$ cat config.mk
export PLATFORM = sky130hd
export DESIGN_NAME = ordered_list_append_delete_unit
export DESIGN_NICKNAME = d
export VERILOG_FILES = /design/src/rtl/core/olad_pkg.sv /design/src/rtl/core/olad_cell.sv /design/src/rtl/core/ordered_list_append_delete_unit.sv
export SDC_FILE = /design/constraint.sdc
export NUM_CORES = 1
export LEC_CHECK = 0
export BUFFER_PORTS_ARGS = -buffer_cell sky130_fd_sc_hd__clkbuf_2
export CELL_PAD_IN_SITES_DETAIL_PLACEMENT = 1
export CELL_PAD_IN_SITES_GLOBAL_PLACEMENT = 1
export CORE_MARGIN = 1.5
export CORE_UTILIZATION = 30
export CTS_CLUSTER_DIAMETER = 40
export DETAILED_ROUTE_END_ITERATION = 7
export HOLD_SLACK_MARGIN = 0.02
export PLACE_DENSITY_LB_ADDON = 0.05
export SYNTH_ARGS = -nofsm -noshare
export SYNTH_HDL_FRONTEND = slang
export SYNTH_SLANG_ARGS = --single-unit
export TNS_END_PERCENT = 100
$ cat constraint.sdc
create_clock -name clk -period 6.1 [get_ports clk]
set_clock_uncertainty 0.05 [all_clocks]
set_input_delay 1.22 -clock clk [delete_from_list [all_inputs] [get_ports clk]]
set_output_delay 1.22 -clock clk [all_outputs]
set_load 0.02 [all_outputs]
$ cat src/rtl/core/olad_pkg.sv
// Shared types and codes for the ordered list append/delete unit.
package olad_pkg;

  localparam int EntryCountBits = 5;

  typedef enum logic {
    FUNC_APPEND = 1'b0,
    FUNC_DELETE = 1'b1
  } olad_func_t;

  typedef enum logic [2:0] {
    ST_APPENDED  = 3'd0,
    ST_DELETED   = 3'd1,
    ST_NOT_FOUND = 3'd2,
    ST_EMPTY     = 3'd3,
    ST_FULL      = 3'd4
  } olad_status_t;

  typedef struct packed {
    olad_func_t         func;
    logic signed [31:0] value;
  } olad_cmd_t;

  typedef struct packed {
    olad_status_t              status;
    logic [EntryCountBits-1:0] entry_count;
  } olad_rsp_t;

  // Per-cycle control broadcast to every cell.
  typedef struct packed {
    logic capture;  // latch compare result against key
    logic append;   // first free cell takes key
    logic remove;   // cells at or after the first match take right neighbor
  } olad_cell_ctl_t;

endpackage

$ cat src/rtl/core/olad_cell.sv
// One list cell: holds a value and its valid bit, takes the key on append, shifts left on delete.
module olad_cell import olad_pkg::*; #(
  parameter int VALUE_BITS = 32
) (
  input  logic                  clk,
  input  logic                  rst,
  input  olad_cell_ctl_t        ctl,
  input  logic [VALUE_BITS-1:0] key,
  input  logic                  prev_valid,
  input  logic                  next_valid,
  input  logic [VALUE_BITS-1:0] next_value,
  input  logic                  hit_in,
  output logic                  hit_out,
  output logic                  valid,
  output logic [VALUE_BITS-1:0] value
);

  logic match;
  logic take_append;
  logic take_shift;

  // hit ripples from head to tail; once set, every later cell shifts
  assign hit_out     = hit_in | match;
  assign take_append = ctl.append & prev_valid & ~valid;
  assign take_shift  = ctl.remove & hit_out;

  always_ff @(posedge clk) begin
    if (rst) begin
      valid <= 1'b0;
      match <= 1'b0;
    end else begin
      if (ctl.capture) begin
        match <= valid && (value == key);
      end
      if (take_append) begin
        valid <= 1'b1;
      end else if (take_shift) begin
        valid <= next_valid;
      end
    end
  end

  always_ff @(posedge clk) begin
    if (take_append) begin
      value <= key;
    end else if (take_shift) begin
      value <= next_value;
    end
  end

endmodule

$ cat src/rtl/core/ordered_list_append_delete_unit.sv
// Top level: ordered list of cells with append-at-tail and delete-first-match.
// The accepting edge captures the compare; the update cycle then shifts/appends and pulses done.
// A new command is not accepted while busy; busy is high during the update cycle.
// All cells compare in parallel; the first-match flag ripples along the cell chain.
// Reset clears every valid bit and the count; the receiver cannot stall results.
module ordered_list_append_delete_unit import olad_pkg::*; #(
  parameter int CAPACITY   = 16,
  parameter int VALUE_BITS = 32
) (
  input  logic      clk,
  input  logic      rst,
  input  logic      start,
  input  olad_cmd_t cmd,
  output logic      busy,
  output logic      done,
  output olad_rsp_t rsp
);

  localparam int CountBits = $clog2(CAPACITY + 1);

  typedef enum logic {
    S_IDLE,
    S_EXEC
  } state_t;

  state_t                state;
  olad_func_t            func_q;
  logic [VALUE_BITS-1:0] key_q;
  logic [CountBits-1:0]  count;
  logic [CountBits-1:0]  count_next;
  olad_status_t          status_next;

  logic                  accept;
  logic [VALUE_BITS-1:0] key;
  olad_cell_ctl_t        ctl;

  logic [CAPACITY-1:0]   cell_valid;
  logic [VALUE_BITS-1:0] cell_value [CAPACITY];
  logic [CAPACITY:0]     hit;

  assign busy   = (state == S_EXEC);
  assign accept = start && !busy;
  assign key    = busy ? key_q : VALUE_BITS'(cmd.value);

  assign ctl.capture = accept;
  assign ctl.append  = busy && (func_q == FUNC_APPEND);
  assign ctl.remove  = busy && (func_q == FUNC_DELETE);

  assign hit[0] = 1'b0;

  for (genvar i = 0; i < CAPACITY; i++) begin : g_cell
    logic                  prev_v;
    logic                  next_v;
    logic [VALUE_BITS-1:0] next_d;
    if (i == 0) begin : g_head
      assign prev_v = 1'b1;
    end else begin : g_mid
      assign prev_v = cell_valid[i-1];
    end
    if (i == CAPACITY - 1) begin : g_tail
      assign next_v = 1'b0;
      assign next_d = '0;
    end else begin : g_body
      assign next_v = cell_valid[i+1];
      assign next_d = cell_value[i+1];
    end
    olad_cell #(
      .VALUE_BITS(VALUE_BITS)
    ) u_cell (
      .clk        (clk),
      .rst        (rst),
      .ctl        (ctl),
      .key        (key),
      .prev_valid (prev_v),
      .next_valid (next_v),
      .next_value (next_d),
      .hit_in     (hit[i]),
      .hit_out    (hit[i+1]),
      .valid      (cell_valid[i]),
      .value      (cell_value[i])
    );
  end

  always_comb begin
    count_next  = count;
    status_next = ST_APPENDED;
    case (func_q)
      FUNC_APPEND: begin
        if (cell_valid[CAPACITY-1]) begin
          status_next = ST_FULL;
        end else begin
          status_next = ST_APPENDED;
          count_next  = count + CountBits'(1);
        end
      end
      FUNC_DELETE: begin
        if (!cell_valid[0]) begin
          status_next = ST_EMPTY;
        end else if (!hit[CAPACITY]) begin
          status_next = ST_NOT_FOUND;
        end else begin
          status_next = ST_DELETED;
          count_next  = count - CountBits'(1);
        end
      end
      default: begin
        status_next = ST_APPENDED;
      end
    endcase
  end

  always_ff @(posedge clk) begin
    if (rst) begin
      state <= S_IDLE;
      count <= '0;
      done  <= 1'b0;
    end else begin
      done <= 1'b0;
      case (state)
        S_IDLE: begin
          if (start) begin
            state <= S_EXEC;
          end
        end
        S_EXEC: begin
          state <= S_IDLE;
          count <= count_next;
          done  <= 1'b1;
        end
        default: begin
          state <= S_IDLE;
        end
      endcase
    end
  end

  always_ff @(posedge clk) begin
    if (accept) begin
      func_q <= cmd.func;
      key_q  <= VALUE_BITS'(cmd.value);
    end
    if (busy) begin
      rsp.status      <= status_next;
      rsp.entry_count <= EntryCountBits'(count_next);
    end
  end

  // valid bits form a thermometer whose length is the count
  a_valid_count: assert property (@(posedge clk) disable iff (rst)
    $countones(cell_valid) == int'(count))
    else $error("valid bits disagree with entry count");

  a_done_after_exec: assert property (@(posedge clk) disable iff (rst)
    done |-> $past(busy))
    else $error("result strobe without an update cycle");

  a_exec_one_cycle: assert property (@(posedge clk) disable iff (rst)
    busy |=> !busy && done)
    else $error("update cycle did not complete in one cycle");

  a_head_valid: assert property (@(posedge clk) disable iff (rst)
    cell_valid[0] == (count != '0))
    else $error("head cell valid disagrees with count");

endmodule

==> flow_summary.json <==
{
  "reg2reg_from": "busy$_SDFF_PP0_",
  "crit_required_ps": 6720,
  "critical_path_class": "reg2reg",
  "synth.distinct_cells": 46,
  "hpwlAfterDp_um": 76300,
  "dp.cells": 3904,
  "viasPerCell": 5.11,
  "hold_viol": 0,
  "min_period_ps": 3940,
  "htreeDepth": 4,
  "cts_hold_buf": 0,
  "synth_edf_count": 553,
  "synth_area_per_cell_um2": 11.0,
  "grtUsageTotal_pct": 22.1,
  "yosysMostFrequentCell": "edfxtp_1",
  "cts_sinks": 592,
  "met1_length_um": 51300,
  "status": "complete, no violations",
  "core_region_area_um2": 98300,
  "cts-root-buf": "clkbuf_16",
  "cp-start-kind": "flop",
  "die_w_um": 318,
  "start_util_pct": 30.3,
  "synthCells": 2701,
  "antenna_cells": 0,
  "stdcell_count": 4161,
  "period_share_pct": 64.6,
  "ys_ff_latch": 592,
  "hold_path_depth": 2,
  "routed.top_layer": "met4",
  "grt_max_degree": 67,
  "synthTopCellsByCount": "edfxtp_1, nor2_1, a21oi_1",
  "whs_endpoint": "g_cell[9].u_cell.match$_SDFFE_PP0P_",
  "r2r-end": "g_cell[15].u_cell.match$_SDFFE_PP0P_",
  "syn_nets": 2739,
  "drv_slew": 0,
  "gp_congestion": 0.823,
  "synth-seq-area-share_pct": 58.5,
  "io_buffers": 45,
  "die_height_um": 318,
  "drt_iter0_markers": 1467,
  "yosysWarningCount": 0,
  "post_cts_buffers": 0,
  "crit_arrival_ps": 4560,
  "clkSlewWorstSetupHoldPaths_ps": 40,
  "grt_pass1_vias": 22600,
  "vias": 21300,
  "reg2reg_depth": 8,
  "antenna_found_initial": 5,
  "rrSetupSlack_ps": 2160,
  "clockBufferDepth": 3,
  "vdd_drop_max_mv": 0.224,
  "area_growth_pct": 22.5,
  "slew_headroom_pct": 21.0,
  "grt_overflow": 0,
  "async_flop_share_pct": 0,
  "wl_per_cell_um": 27.0,
  "final-seq-area_um2": 17400,
  "first_pass_iters": 8,
  "min_from": "g_cell[9].u_cell.match$_SDFFE_PP0P_",
  "num_rows": 115,
  "drv_cap": 0,
  "leakagePower_nw": 12.0,
  "fmax_mhz": 254,
  "synth_largest_area_cell": "edfxtp_1",
  "hold_ws_ps": 467,
  "grt_setup_unrepaired": "no",
  "cts_tree": "done",
  "worst_slew_pin_slew_ps": 1180,
  "drive_gt1_share_pct": 14.7,
  "grt_pass1_wl_um": 162000,
  "setup_viol": 0,
  "tns_ps": 0,
  "worstSetupEndpointType": "flop",
  "dr_wl_met3_um": 5180,
  "syn-cell-area_um2": 29700,
  "power.density_nw_per_um2": 343,
  "synth-main-ff-cell": "edfxtp_1",
  "fillerInstances": 10600,
  "clk-insertion-delay-late_ps": 750,
  "cts_buffers": 141,
  "final_antenna_net_count": 0,
  "drc": 0,
  "worst-path-max-fanout": 22,
  "routed-wl-met2_um": 52900,
  "synth.area.top_cells": "edfxtp_1, xnor2_1, a21oi_1, nor2_1, xor2_1",
  "min_path_type": "reg2reg",
  "wirelength_um": 112000,
  "multi_input_area_um2": 11900,
  "ctsResizeCount": 0,
  "nets": 2798,
  "synth_top_area_share_pct": 55.9,
  "pin_count": 46,
  "dieArea_um2": 101000
}
==> worst max-delay path: stages (launching register included) <==
cell and delay [ps]:
dfxtp_4 760, buf_12 330, mux2i_4 670, buf_4 530
xnor2_1 130, nor4_1 620, nand4_1 170, nor4_1 350
a22o_1 170
==> registers in the layout, indices dropped and copies added (netlist names) <==
name,count
g_cell.u_cell.value,512
key_q,32
g_cell.u_cell.match,16
g_cell.u_cell.valid,16
rsp,8
count,5
busy,1
done,1
func_q,1
==> kinds of logic (layout without fill, tap and decap cells) <==
kind of cell,after synthesis,after routing,synth area share [%]
muxes,47,47,1.59
buffers and inverters,226,399,3.30
DFF,592,592,58.5
AOI/OAI and AO/OA,546,546,9.61
adders and majority gates,2,2,0.0842
xor gates and xnor gates,516,516,15.2
and+or+nand+nor,772,772,11.7
==> stage by stage <==
| stage | power (mW) | setup WS [ps] | util [%] | area (µm²) |
|---|---|---|---|---|
| CTS | 12.6 | 2090 | 37.1 | 36400 |
| global route | 12.8 | 1820 | 37.1 | 36400 |
| detailed placement | 5.36 | 2050 | 32.5 | 31900 |
| global placement | 5.36 | 2000 | 32.5 | 31900 |
| finish | 12.5 | 2160 | 37.1 | 36400 |
| floorplan | 4.97 | 1910 | - | 29700 |
==> where the power goes <==
part	internal (mW)	switching, mW	total [mW]
clock network	4.69	2.51	7.20
registers	4.42	0.0232	4.45
logic	0.261	0.574	0.835
total	9.37	3.11	12.5
==> cell usage in the layout (no fill, tap or decap), types with 10 or more instances in the layout <==
cell type,Yosys,routed
nor2_1,527,525
nor4_1,90,90
clkinv_1,0,18
a21oi_1,499,499
nand4_1,68,68
dfxtp_1,39,38
nand2_1,18,15
nor3b_2,0,13
xnor2_1,343,343
nand3b_1,13,13
mux2i_1,45,13
clkinv_2,0,35
mux2i_4,0,32
buf_4,22,87
clkbuf_1,152,21
o21ai_0,13,10
a22o_1,14,14
nor3_1,20,19
edfxtp_1,553,553
xor2_1,173,173
clkbuf_16,0,144
clkbuf_2,0,45
==> cell type report <==
type	count	share of cell area (%)
clock buffers	169	10.3
clock inverters	88	2.12
inverters	4	0.0412
multi-input cells	1883	32.7
flip-flops and latches	592	47.8
well taps	1287	4.42
repair buffers	138	2.74
==> layer usage <==
metal | GRT usage (%) | vias to the layer above
met2 | 35.8 | 472
met3 | 4.32 | 166
met5 | 0 | -
met1 | 29.7 | 10900
li1 | - | 9757
met4 | 6.98 | 0
==> how the worst max path moves through the flow <==
stage	startpoint	end	slack [ps]	cells past startpoint
6_report	busy$_SDFF_PP0_	g_cell[15].u_cell.match$_SDFFE_PP0P_	2160	8
5_1_grt	busy$_SDFF_PP0_	g_cell[15].u_cell.match$_SDFFE_PP0P_	1820	8
4_1_cts	busy$_SDFF_PP0_	g_cell[15].u_cell.match$_SDFFE_PP0P_	2090	8
3_5_place_dp	cmd[28]	g_cell[11].u_cell.match$_SDFFE_PP0P_	2050	8
3_3_place_gp	cmd[29]	g_cell[15].u_cell.match$_SDFFE_PP0P_	2000	8
2_1_floorplan	busy$_SDFF_PP0_	g_cell[15].u_cell.value[0]$_SDFFCE_PN0P_	1910	4
No activity file was read; power rests on OpenSTA's default activity.
